===== config.mk =====
export PLATFORM = sky130hd
export DESIGN_NAME = float_scale_to_int_convert_core
export DESIGN_NICKNAME = d
export VERILOG_FILES = /design/src/rtl/fsic_pkg.sv /design/src/rtl/fsic_front.sv /design/src/rtl/fsic_queue.sv /design/src/rtl/fsic_back.sv /design/src/rtl/float_scale_to_int_convert_core.sv
export SDC_FILE = /design/constraint.sdc
export NUM_CORES = 2
export LEC_CHECK = 0
export ABC_CLOCK_PERIOD_IN_PS = 15000
export BUFFER_PORTS_ARGS = -buffer_cell sky130_fd_sc_hd__buf_2
export CORE_AREA = 5 5 426 428
export DETAILED_ROUTE_END_ITERATION = 6
export DIE_AREA = 0 0 431 433
export PLACE_DENSITY = 0.58
export SYNTH_ARGS = -nofsm -noshare
export SYNTH_HDL_FRONTEND = slang
export SYNTH_HIERARCHICAL = 1
export SYNTH_SLANG_ARGS = --single-unit

===== constraint.sdc =====
create_clock -name clk -period 15 [get_ports clk]
set_input_delay 2.25 -clock clk [delete_from_list [all_inputs] [get_ports clk]]
set_output_delay 2.25 -clock clk [all_outputs]
set_load 0.01 [all_outputs]

===== src/rtl/fsic_pkg.sv =====
`default_nettype none

package fsic_pkg;

    // build-time defaults and sizes
    localparam int COUNT_WIDTH_DEFAULT = 32;
    localparam int QUEUE_DEPTH         = 8;
    localparam int QUEUE_AW            = $clog2(QUEUE_DEPTH);
    localparam int CREDIT_W            = $clog2(QUEUE_DEPTH + 1);

    // statistics reset values
    localparam logic signed [33:0] MIN_RESET     = 34'sh0_0001_0000;
    localparam logic signed [33:0] MIN_RESTART8  = 34'sh0_0000_0100;
    localparam logic signed [33:0] MIN_RESTART16 = 34'sh0_0001_0000;
    localparam logic signed [33:0] MIN_RESTART32 = 34'sh1_0000_0000;

    // configuration reset values
    localparam logic [31:0] SCALE_RESET  = 32'h3F80_0000;
    localparam logic [31:0] OFFSET_RESET = 32'h0000_0000;
    localparam logic [1:0]  WIDTH_RESET  = 2'd1;

    // quiet nan pattern
    localparam logic [31:0] QNAN_BITS = 32'h7FC0_0000;

    // register indexes
    typedef enum logic [1:0] {
        REG_SCALE  = 2'd0,
        REG_OFFSET = 2'd1,
        REG_WIDTH  = 2'd2,
        REG_SIGNED = 2'd3
    } reg_index_t;

    // output width codes, anything else means thirty-two bits
    localparam logic [1:0] WIDTH_8  = 2'd0;
    localparam logic [1:0] WIDTH_16 = 2'd1;

    typedef struct packed {
        logic [31:0] scale_bits;
        logic [31:0] offset_bits;
        logic [1:0]  width_mode;
        logic        signed_out;
    } cfg_t;

    // unpacked binary32: value = mant * 2^(exp-23), mant normalised
    typedef struct packed {
        logic              sign;
        logic signed [9:0] exp;
        logic [23:0]       mant;
        logic              is_zero;
        logic              is_inf;
        logic              is_nan;
    } fp_t;

    // converted transaction between front and back
    typedef struct packed {
        logic signed [33:0] val;
        logic               overflow;
        logic               underflow;
        logic               restart;
    } conv_t;

    // leading zero count, 32 when the word is zero
    function automatic logic [5:0] lzc32(input logic [31:0] x);
        logic [5:0] n;
        logic       found;
        n     = 6'd32;
        found = 1'b0;
        for (int i = 31; i >= 0; i--) begin
            if (!found && x[i]) begin
                n     = 6'(31 - i);
                found = 1'b1;
            end
        end
        return n;
    endfunction

    // split a binary32, subnormals normalised
    function automatic fp_t fp_unpack(input logic [31:0] b);
        fp_t        r;
        logic [5:0] lz;
        r.sign    = b[31];
        r.exp     = '0;
        r.mant    = '0;
        r.is_zero = 1'b0;
        r.is_inf  = 1'b0;
        r.is_nan  = 1'b0;
        lz        = lzc32({1'b0, b[22:0], 8'hFF});
        if (b[30:23] == 8'hFF) begin
            r.is_inf = (b[22:0] == 23'd0);
            r.is_nan = (b[22:0] != 23'd0);
        end
        else if (b[30:23] == 8'd0) begin
            if (b[22:0] == 23'd0) begin
                r.is_zero = 1'b1;
            end
            else begin
                r.mant = {1'b0, b[22:0]} << lz;
                r.exp  = -10'sd126 - $signed({4'd0, lz});
            end
        end
        else begin
            r.mant = {1'b1, b[22:0]};
            r.exp  = $signed({2'd0, b[30:23]}) - 10'sd127;
        end
        return r;
    endfunction

    // round to nearest even and pack; mn has its top bit set, value = mn * 2^(e-47)
    function automatic logic [31:0] round_pack(input logic sign, input logic signed [9:0] e,
                                               input logic [47:0] mn);
        logic [95:0] wide;
        logic [9:0]  sh;
        logic [23:0] keep;
        logic        g;
        logic        st;
        logic        inc;
        logic [7:0]  expf;
        logic [30:0] mag;
        wide = {mn, 48'd0};
        sh   = '0;
        expf = '0;
        if (e > 10'sd127) begin
            return {sign, 8'hFF, 23'd0};
        end
        if (e >= -10'sd126) begin
            expf = 8'(e + 10'sd127);
        end
        else begin
            sh = 10'(-10'sd126 - e);
            if (sh > 10'd50) begin
                sh = 10'd50;
            end
            wide = {mn, 48'd0} >> sh;
        end
        keep = wide[95:72];
        g    = wide[71];
        st   = |wide[70:0];
        inc  = g & (st | keep[0]);
        mag  = {expf, keep[22:0]} + {30'd0, inc};
        return {sign, mag};
    endfunction

    // ceil(v - 0.5) with saturation into the chosen integer type
    function automatic conv_t convert(input logic [31:0] v, input logic [1:0] wm,
                                      input logic sgn);
        logic [7:0]         ef;
        logic [22:0]        f;
        logic               nan;
        logic               big;
        logic [5:0]         sh;
        logic [57:0]        fx;
        logic [33:0]        mag;
        logic [5:0]         w;
        logic signed [34:0] r;
        logic signed [34:0] hi;
        logic signed [34:0] lo;
        logic signed [34:0] val;
        conv_t              c;
        ef  = v[30:23];
        f   = v[22:0];
        r   = '0;
        sh  = '0;
        fx  = '0;
        mag = '0;
        case (wm)
            WIDTH_8:  w = 6'd8;
            WIDTH_16: w = 6'd16;
            default:  w = 6'd32;
        endcase
        if (sgn) begin
            hi = $signed((35'd1 << (w - 6'd1)) - 35'd1);
            lo = -hi - 35'sd1;
        end
        else begin
            hi = $signed((35'd1 << w) - 35'd1);
            lo = '0;
        end
        nan = (ef == 8'hFF) && (f != 23'd0);
        big = (ef == 8'hFF) || (ef > 8'd159) || ((ef == 8'd159) && (f != 23'd0));
        // below a quarter the result is zero
        if (!big && (ef >= 8'd125)) begin
            sh  = 6'(ef - 8'd125);
            fx  = {34'd0, 1'b1, f} << sh;
            mag = {1'b0, fx[57:25]}
                + {33'd0, (v[31] ? fx[24] : (fx[24] & (|fx[23:0])))};
            r   = v[31] ? -$signed({1'b0, mag}) : $signed({1'b0, mag});
        end
        c.restart = 1'b0;
        if (nan) begin
            c.overflow  = 1'b1;
            c.underflow = 1'b0;
            val         = '0;
        end
        else if (big) begin
            c.overflow  = !v[31];
            c.underflow = v[31];
            val         = v[31] ? lo : hi;
        end
        else begin
            c.overflow  = (r > hi);
            c.underflow = (r < lo);
            val         = c.overflow ? hi : (c.underflow ? lo : r);
        end
        c.val = val[33:0];
        return c;
    endfunction

endpackage

`default_nettype wire


===== src/rtl/fsic_front.sv =====
`default_nettype none

module fsic_front (
    input  wire logic           clk,
    input  wire logic           rst_n,
    input  wire logic           in_valid,
    output logic                in_stall,
    input  wire logic [31:0]    sample_bits,
    input  wire logic           restart_stats,
    input  wire fsic_pkg::cfg_t cfg,
    input  wire logic           pop,
    output logic                push,
    output fsic_pkg::conv_t     push_data
);

    logic accept;

    // control registers
    logic [fsic_pkg::CREDIT_W-1:0] credit_reg, credit_next;
    logic [5:0] valid_reg, valid_next;

    // stage 1: unpacked operands
    logic [23:0]       ma_reg, ma_next, mb_reg, mb_next;
    logic signed [9:0] esum1_reg, esum1_next;
    logic              sgn1_reg, sgn1_next, nan1_reg, nan1_next;
    logic              inf1_reg, inf1_next, zero1_reg, zero1_next;
    logic [4:0]        rst_reg, rst_next;

    // stage 2: product
    logic [47:0]       prod_reg, prod_next;
    logic signed [9:0] esum2_reg, esum2_next;
    logic              sgn2_reg, sgn2_next, nan2_reg, nan2_next;
    logic              inf2_reg, inf2_next, zero2_reg, zero2_next;

    // stage 3: rounded product
    logic [31:0] p_reg, p_next;

    // stage 4: aligned sum
    logic              direct_reg, direct_next;
    logic [31:0]       dbits_reg, dbits_next;
    logic [27:0]       sum_reg, sum_next;
    logic signed [9:0] ebig_reg, ebig_next;
    logic              sgn4_reg, sgn4_next;

    // stage 5: rounded sum
    logic [31:0] v_reg, v_next;

    // stage 6: converted result
    fsic_pkg::conv_t conv_reg, conv_next;

    assign in_stall = (credit_reg == fsic_pkg::CREDIT_W'(fsic_pkg::QUEUE_DEPTH));
    assign accept   = in_valid && !in_stall;
    assign push      = valid_reg[5];
    assign push_data = conv_reg;

    // credits cover every transaction in the pipeline and the queue
    always_comb
    begin
        credit_next = credit_reg + fsic_pkg::CREDIT_W'(accept) - fsic_pkg::CREDIT_W'(pop);
        valid_next  = {valid_reg[4:0], accept};
        rst_next    = {rst_reg[3:0], restart_stats};
    end

    always_ff @(posedge clk or negedge rst_n)
    begin
        if (!rst_n)
        begin
            credit_reg <= '0;
            valid_reg  <= '0;
        end
        else
        begin
            credit_reg <= credit_next;
            valid_reg  <= valid_next;
        end
    end

    // unpack sample and scale
    always_comb
    begin
        fsic_pkg::fp_t xu;
        fsic_pkg::fp_t su;
        xu = fsic_pkg::fp_unpack(sample_bits);
        su = fsic_pkg::fp_unpack(cfg.scale_bits);
        ma_next    = xu.mant;
        mb_next    = su.mant;
        esum1_next = xu.exp + su.exp;
        sgn1_next  = xu.sign ^ su.sign;
        nan1_next  = xu.is_nan || su.is_nan || (xu.is_inf && su.is_zero)
                   || (xu.is_zero && su.is_inf);
        inf1_next  = xu.is_inf || su.is_inf;
        zero1_next = xu.is_zero || su.is_zero;
    end

    // mantissa multiply
    always_comb
    begin
        prod_next  = ma_reg * mb_reg;
        esum2_next = esum1_reg;
        sgn2_next  = sgn1_reg;
        nan2_next  = nan1_reg;
        inf2_next  = inf1_reg;
        zero2_next = zero1_reg;
    end

    // normalise and round the product
    always_comb
    begin
        logic [47:0]       mn;
        logic signed [9:0] e;
        mn = prod_reg[47] ? prod_reg : {prod_reg[46:0], 1'b0};
        e  = prod_reg[47] ? esum2_reg + 10'sd1 : esum2_reg;
        if (nan2_reg)
            p_next = fsic_pkg::QNAN_BITS;
        else if (inf2_reg)
            p_next = {sgn2_reg, 8'hFF, 23'd0};
        else if (zero2_reg)
            p_next = {sgn2_reg, 31'd0};
        else
            p_next = fsic_pkg::round_pack(sgn2_reg, e, mn);
    end

    // classify the add and align the smaller operand
    always_comb
    begin
        fsic_pkg::fp_t pu;
        fsic_pkg::fp_t ou;
        fsic_pkg::fp_t bg;
        fsic_pkg::fp_t sm;
        logic          p_big;
        logic [9:0]    d;
        logic [53:0]   wide;
        logic [26:0]   big27;
        logic [26:0]   small27;
        pu = fsic_pkg::fp_unpack(p_reg);
        ou = fsic_pkg::fp_unpack(cfg.offset_bits);
        direct_next = 1'b1;
        dbits_next  = '0;
        if (pu.is_nan || ou.is_nan || (pu.is_inf && ou.is_inf && (pu.sign != ou.sign)))
            dbits_next = fsic_pkg::QNAN_BITS;
        else if (pu.is_inf)
            dbits_next = p_reg;
        else if (ou.is_inf)
            dbits_next = cfg.offset_bits;
        else if (pu.is_zero && ou.is_zero)
            dbits_next = {pu.sign & ou.sign, 31'd0};
        else if (pu.is_zero)
            dbits_next = cfg.offset_bits;
        else if (ou.is_zero)
            dbits_next = p_reg;
        else
            direct_next = 1'b0;
        p_big = (pu.exp > ou.exp) || ((pu.exp == ou.exp) && (pu.mant >= ou.mant));
        bg    = p_big ? pu : ou;
        sm    = p_big ? ou : pu;
        d     = 10'(bg.exp - sm.exp);
        if (d > 10'd30)
            d = 10'd30;
        wide    = {sm.mant, 3'b000, 27'd0} >> d;
        small27 = wide[53:27] | {26'd0, (|wide[26:0])};
        big27   = {bg.mant, 3'b000};
        if (bg.sign != sm.sign)
            sum_next = {1'b0, big27} - {1'b0, small27};
        else
            sum_next = {1'b0, big27} + {1'b0, small27};
        ebig_next = bg.exp;
        sgn4_next = bg.sign;
    end

    // normalise and round the sum
    always_comb
    begin
        logic [5:0]        lz;
        logic [26:0]       n27;
        logic signed [9:0] e;
        lz  = fsic_pkg::lzc32({sum_reg[26:0], 5'b11111});
        n27 = sum_reg[26:0] << lz;
        e   = ebig_reg - $signed({4'd0, lz});
        if (sum_reg[27])
        begin
            n27 = {sum_reg[27:2], sum_reg[1] | sum_reg[0]};
            e   = ebig_reg + 10'sd1;
        end
        if (direct_reg)
            v_next = dbits_reg;
        else if (sum_reg == 28'd0)
            v_next = 32'd0;
        else
            v_next = fsic_pkg::round_pack(sgn4_reg, e, {n27, 21'd0});
    end

    // integer conversion
    always_comb
    begin
        conv_next         = fsic_pkg::convert(v_reg, cfg.width_mode, cfg.signed_out);
        conv_next.restart = rst_reg[4];
    end

    // payload registers
    always_ff @(posedge clk)
    begin
        ma_reg     <= ma_next;
        mb_reg     <= mb_next;
        esum1_reg  <= esum1_next;
        sgn1_reg   <= sgn1_next;
        nan1_reg   <= nan1_next;
        inf1_reg   <= inf1_next;
        zero1_reg  <= zero1_next;
        rst_reg    <= rst_next;
        prod_reg   <= prod_next;
        esum2_reg  <= esum2_next;
        sgn2_reg   <= sgn2_next;
        nan2_reg   <= nan2_next;
        inf2_reg   <= inf2_next;
        zero2_reg  <= zero2_next;
        p_reg      <= p_next;
        direct_reg <= direct_next;
        dbits_reg  <= dbits_next;
        sum_reg    <= sum_next;
        ebig_reg   <= ebig_next;
        sgn4_reg   <= sgn4_next;
        v_reg      <= v_next;
        conv_reg   <= conv_next;
    end

endmodule

`default_nettype wire


===== src/rtl/fsic_queue.sv =====
`default_nettype none

module fsic_queue (
    input  wire logic            clk,
    input  wire logic            rst_n,
    input  wire logic            push,
    input  wire fsic_pkg::conv_t push_data,
    input  wire logic            pop,
    output logic                 empty,
    output fsic_pkg::conv_t      head
);

    fsic_pkg::conv_t entry_reg [fsic_pkg::QUEUE_DEPTH];
    logic [fsic_pkg::QUEUE_AW-1:0] wr_ptr_reg, wr_ptr_next, rd_ptr_reg, rd_ptr_next;
    logic [fsic_pkg::CREDIT_W-1:0] fill_reg, fill_next;

    assign empty = (fill_reg == '0);
    assign head  = entry_reg[rd_ptr_reg];

    // pointer and fill update
    always_comb
    begin
        wr_ptr_next = push ? wr_ptr_reg + 1'b1 : wr_ptr_reg;
        rd_ptr_next = pop ? rd_ptr_reg + 1'b1 : rd_ptr_reg;
        fill_next   = fill_reg + fsic_pkg::CREDIT_W'(push) - fsic_pkg::CREDIT_W'(pop);
    end

    always_ff @(posedge clk or negedge rst_n)
    begin
        if (!rst_n)
        begin
            wr_ptr_reg <= '0;
            rd_ptr_reg <= '0;
            fill_reg   <= '0;
        end
        else
        begin
            wr_ptr_reg <= wr_ptr_next;
            rd_ptr_reg <= rd_ptr_next;
            fill_reg   <= fill_next;
        end
    end

    // entry write
    always_ff @(posedge clk)
    begin
        if (push)
            entry_reg[wr_ptr_reg] <= push_data;
    end

endmodule

`default_nettype wire


===== src/rtl/fsic_back.sv =====
`default_nettype none

module fsic_back #(
    parameter int COUNT_WIDTH = fsic_pkg::COUNT_WIDTH_DEFAULT
) (
    input  wire logic            clk,
    input  wire logic            rst_n,
    input  wire logic [1:0]      width_mode,
    input  wire logic            empty,
    input  wire fsic_pkg::conv_t head,
    output logic                 pop,
    output logic                 out_valid,
    input  wire logic            out_stall,
    output logic [31:0]          value_bits,
    output logic                 overflow,
    output logic                 underflow,
    output logic [33:0]          running_max,
    output logic [33:0]          running_min,
    output logic [31:0]          overflow_total,
    output logic [31:0]          underflow_total
);

    logic                   out_valid_reg, out_valid_next;
    logic [31:0]            value_reg, value_next;
    logic                   ovf_reg, ovf_next, unf_reg, unf_next;
    logic signed [33:0]     max_reg, max_next, min_reg, min_next;
    logic [COUNT_WIDTH-1:0] over_reg, over_next, under_reg, under_next;
    logic [COUNT_WIDTH+31:0] over_ext, under_ext;

    // take the next transaction once the output register is free
    assign pop = !empty && (!out_valid_reg || !out_stall);

    // statistics update, restart applied first
    always_comb
    begin
        logic signed [33:0]     base_max;
        logic signed [33:0]     base_min;
        logic signed [33:0]     restart_min;
        logic [COUNT_WIDTH-1:0] base_over;
        logic [COUNT_WIDTH-1:0] base_under;
        case (width_mode)
            fsic_pkg::WIDTH_8:  restart_min = fsic_pkg::MIN_RESTART8;
            fsic_pkg::WIDTH_16: restart_min = fsic_pkg::MIN_RESTART16;
            default:            restart_min = fsic_pkg::MIN_RESTART32;
        endcase
        base_max   = head.restart ? '0 : max_reg;
        base_min   = head.restart ? restart_min : min_reg;
        base_over  = head.restart ? '0 : over_reg;
        base_under = head.restart ? '0 : under_reg;
        max_next   = (head.val > base_max) ? head.val : base_max;
        min_next   = (head.val < base_min) ? head.val : base_min;
        over_next  = (head.overflow && (base_over != '1)) ? base_over + 1'b1 : base_over;
        under_next = (head.underflow && (base_under != '1)) ? base_under + 1'b1 : base_under;
        case (width_mode)
            fsic_pkg::WIDTH_8:  value_next = {24'd0, head.val[7:0]};
            fsic_pkg::WIDTH_16: value_next = {16'd0, head.val[15:0]};
            default:            value_next = head.val[31:0];
        endcase
        ovf_next       = head.overflow;
        unf_next       = head.underflow;
        out_valid_next = pop ? 1'b1 : (out_valid_reg && out_stall);
    end

    always_ff @(posedge clk or negedge rst_n)
    begin
        if (!rst_n)
        begin
            out_valid_reg <= 1'b0;
            max_reg       <= '0;
            min_reg       <= fsic_pkg::MIN_RESET;
            over_reg      <= '0;
            under_reg     <= '0;
        end
        else
        begin
            out_valid_reg <= out_valid_next;
            if (pop)
            begin
                max_reg   <= max_next;
                min_reg   <= min_next;
                over_reg  <= over_next;
                under_reg <= under_next;
            end
        end
    end

    // result payload
    always_ff @(posedge clk)
    begin
        if (pop)
        begin
            value_reg <= value_next;
            ovf_reg   <= ovf_next;
            unf_reg   <= unf_next;
        end
    end

    // low 32 bits of the counts
    assign over_ext  = {32'd0, over_reg};
    assign under_ext = {32'd0, under_reg};

    assign out_valid       = out_valid_reg;
    assign value_bits      = value_reg;
    assign overflow        = ovf_reg;
    assign underflow       = unf_reg;
    assign running_max     = max_reg;
    assign running_min     = min_reg;
    assign overflow_total  = over_ext[31:0];
    assign underflow_total = under_ext[31:0];

endmodule

`default_nettype wire


===== src/rtl/float_scale_to_int_convert_core.sv =====
// path: a result passes six arithmetic stages, the first loaded at acceptance, then one
//   queue slot and the output register
// throughput: one transaction per cycle; the eight-entry queue credit sets in_stall
// reset: rst_n is asynchronous, active low; it restores the register defaults
//   (scale 1.0, offset 0.0, 16-bit unsigned) and clears the statistics
`default_nettype none

module float_scale_to_int_convert_core #(
    parameter int COUNT_WIDTH = fsic_pkg::COUNT_WIDTH_DEFAULT
) (
    input  wire logic        clk,
    input  wire logic        rst_n,
    input  wire logic        cfg_we,
    input  wire logic [1:0]  cfg_index,
    input  wire logic [31:0] cfg_data,
    input  wire logic        in_valid,
    output logic             in_stall,
    input  wire logic [31:0] sample_bits,
    input  wire logic        restart_stats,
    output logic             out_valid,
    input  wire logic        out_stall,
    output logic [31:0]      value_bits,
    output logic             overflow,
    output logic             underflow,
    output logic [33:0]      running_max,
    output logic [33:0]      running_min,
    output logic [31:0]      overflow_total,
    output logic [31:0]      underflow_total
);

    fsic_pkg::cfg_t  cfg_reg, cfg_next;
    fsic_pkg::conv_t push_data, head;
    logic            push, pop, empty;

    // configuration write
    always_comb
    begin
        cfg_next = cfg_reg;
        if (cfg_we)
        begin
            case (fsic_pkg::reg_index_t'(cfg_index))
                fsic_pkg::REG_SCALE:  cfg_next.scale_bits  = cfg_data;
                fsic_pkg::REG_OFFSET: cfg_next.offset_bits = cfg_data;
                fsic_pkg::REG_WIDTH:  cfg_next.width_mode  = cfg_data[1:0];
                fsic_pkg::REG_SIGNED: cfg_next.signed_out  = cfg_data[0];
                default:              cfg_next = cfg_reg;
            endcase
        end
    end

    always_ff @(posedge clk or negedge rst_n)
    begin
        if (!rst_n)
        begin
            cfg_reg.scale_bits  <= fsic_pkg::SCALE_RESET;
            cfg_reg.offset_bits <= fsic_pkg::OFFSET_RESET;
            cfg_reg.width_mode  <= fsic_pkg::WIDTH_RESET;
            cfg_reg.signed_out  <= 1'b0;
        end
        else
        begin
            cfg_reg <= cfg_next;
        end
    end

    // arithmetic front end
    fsic_front u_front (
        .clk           (clk),
        .rst_n         (rst_n),
        .in_valid      (in_valid),
        .in_stall      (in_stall),
        .sample_bits   (sample_bits),
        .restart_stats (restart_stats),
        .cfg           (cfg_reg),
        .pop           (pop),
        .push          (push),
        .push_data     (push_data)
    );

    // decoupling queue
    fsic_queue u_queue (
        .clk       (clk),
        .rst_n     (rst_n),
        .push      (push),
        .push_data (push_data),
        .pop       (pop),
        .empty     (empty),
        .head      (head)
    );

    // statistics and output register
    fsic_back #(
        .COUNT_WIDTH (COUNT_WIDTH)
    ) u_back (
        .clk             (clk),
        .rst_n           (rst_n),
        .width_mode      (cfg_reg.width_mode),
        .empty           (empty),
        .head            (head),
        .pop             (pop),
        .out_valid       (out_valid),
        .out_stall       (out_stall),
        .value_bits      (value_bits),
        .overflow        (overflow),
        .underflow       (underflow),
        .running_max     (running_max),
        .running_min     (running_min),
        .overflow_total  (overflow_total),
        .underflow_total (underflow_total)
    );

endmodule

`default_nettype wire


==> impl_metrics.yaml <==
outcome:
  outcome: "finished clean"
critical_path:
  path_max_fanout: 19
  crit_arrival_ns: 14.26
  cp_slowest_cell: "nand4_1"
  worstSetupPathType: "register to register"
  crit_required_ns: 15.58
  crit_top_cell: "a21oi_1"
  r2r_slack_ns: 1.32
  crit_path_end_kind: "register"
  cp-start-kind: "register"
  max_stage_delay_ns: 0.68
synth:
  synth_seq_cells: 851
  ys_warn_count: 6
  synth-main-ff-cell: "edfxtp_1"
  synth_edf_count: 330
  synth_cells: 8960
  ys_async_sr_fraction_pct: 25.9
  synth.distinct_cells: 128
  synth.top_cells.by_area: "edfxtp_1 (12%), fa_1 (12%), dfxtp_1 (7.6%)"
  synth_top_cell_by_area: "edfxtp_1"
  yosysTopAreaCellShare_pct: 12.5
  ys_seq_area_share_pct: 27.1
  syn-cell-area_sq_um: 79300
  synth_common_cells: "nand2_1 (1136), inv_1 (747), nor2_1 (650)"
  postSynthAreaPerCell_sq_um: 8.85
  yosysMostFrequentCell: "nand2_1"
timing:
  period_minus_slack_ns: 13.68
  setup_viol_count_final: 0
  finalWorstSetupSlack_ns: 1.32
  fin_setup_tns_ns: 0
  post-route-period-util_pct: 91.2
  max_freq_mhz: 73.1
  slew_viol_final: 0
  hold_viol: 0
  fin_skew_ns: 0.0783
  maxSlewHeadroom_pct: 4.30
  rsz0062_at_grt: "false"
  tightest_slew_ns: 1.42
place:
  placed_cells: 11291
  post-place-ws_ns: 1.67
  portBuffers: 239
  gp_congestion: 1.10
  dp_hpwl_um: 218000
  placement.cell_area_sq_um: 83300
layout:
  final_nets: 10047
  final_cells: 11485
  synthToLayoutAreaGrowth_pct: 9.54
  multi_input_area_sq_um: 53200
  largest_reg_flops: 296
  design_area_sq_um: 86800
  fillCellCount: 16977
  drive_above_1_share_pct: 11.7
  seqCellArea_sq_um: 21500
routing:
  dr.pass1.iters: 7
  drt_wl_total_um: 291000
  wl_per_cell_um: 25.3
  drcViolationCount: 0
  viasPerCell: 6.13
  drtAntennaViolNets: 0
  vias: 70399
  drtIter0Drc: 7272
grt:
  antenna_found_initial: 22
  overflow: 0
  grt_pass1_vias: 67976
  grt_start_max_net_pins: 112
  grt_use_total_pct: 30.3
  grt_pass1_wl_um: 435000
clock_network:
  cts_inserted_buffers: 96
  post_cts_buffers: 0
  cts_tree: "built"
  clockRootBuffer: "clkbuf_16"
  htree_num_levels: 3
  clockBufferDepth: 3
  clkLatencyLatePin_ns: 0.75
  clk_pin_slew_ns: 0.07
  cts.sinks: 851
floorplanning:
  start_util_pct: 44.7
  die_h_um: 433
  ioPinCount: 240
  die_area_sq_um: 187000
  coreArea_sq_um: 177000
  dieWidth_um: 431
  rows: 155
min_path:
  hp-class: "register to register"
run:
  cap_violations: 0
[cells in the final DEF (no fill, tap or decap), drive strengths merged, types with 110 or more instances in the layout]
cell type / instances
o21ai: 437
dfrtp: 211
nand3: 243
inv: 763
xnor2: 189
nand2b: 110
mux2: 179
edfxtp: 330
dfxtp: 301
a21oi: 487
ha: 454
nor3: 184
buf: 468
mux2i: 338
nor2: 650
clkbuf: 120
and2: 280
fa: 487
nand2: 1137
xor2: 123
[per-stage QoR]
stage | utilization [%] | hold slack (ns)
2_1_floorplan | - | 0.310
3_3_place_gp | 47.0 | 0.313
3_5_place_dp | 47.0 | 0.312
4_1_cts | 48.9 | 0.318
5_1_grt | 48.9 | 0.318
6_report | 48.9 | 0.323
[per-layer routing]
| metal | share of wire [%] | up-vias | GRT usage, % |
|---|---|---|---|
| li1 | - | 31718 | - |
| met1 | 44 | 34998 | 42.3 |
| met2 | 44 | 3103 | 46.3 |
| met3 | 8.5 | 568 | 6.59 |
| met4 | 3.9 | 12 | 11.2 |
| met5 | 0.020 | - | 0 |
[logic make-up after synthesis]
logic type,synth area share (%)
and+or+nand+nor,18.5
other,0.00473
AOI/OAI and AO/OA,16.0
DFF,27.1
xor gates and xnor gates,3.48
muxes,9.30
adders and majority gates,19.5
buffers and inverters,6.19
[worst paths after layout]
path / from / to / depth (start not counted)
worst max-delay path: u_front/p_reg[22]$_SDFF_PP1_ / u_front/sum_reg[27]$_DFF_P_ / 58
worst min-delay path: u_front/esum1_reg[1]$_DFF_P_ / u_front/esum2_reg[1]$_DFF_P_ / 0
worst max register to register: u_front/p_reg[22]$_SDFF_PP1_ / u_front/sum_reg[27]$_DFF_P_ / 58
worst min register to register: u_front/esum1_reg[1]$_DFF_P_ / u_front/esum2_reg[1]$_DFF_P_ / 0
max in group asynchronous: rst_n / cfg_reg[66]$_DFFE_PN0P_ / 2
min in group asynchronous: rst_n / u_back/running_min[1]$_DFFE_PN0P_ / 1
[cell type report]
| cell class | instances | area share [%] |
|---|---|---|
| tap | 2355 | 3.39 |
| timing repair buffer | 468 | 3.37 |
| clock inverter | 62 | 0.968 |
| clock buffer | 120 | 3.00 |
| sequential | 851 | 24.7 |
| inverter | 756 | 3.27 |
| multi-input combinational | 6861 | 61.2 |
| antenna | 12 | 0.0346 |
[critical path, delay by kind of cell, from the launching register on]
family,cells,cell delay (ns)
simple gates,12,3.64
compound gates,36,6.54
buf+inv,5,1.01
mux,2,1.04
flops,1,0.46
fa+ha+maj,3,0.78
[what timing repair did]
item                       CTS  global route
gates resized for setup      0             3
setup endpoints to repair    0             1
hold buffers                 0             0
Power is left out: the tool's default activity adds up to more than one toggle a clock period on the data nets, which glitch-free logic cannot reach.
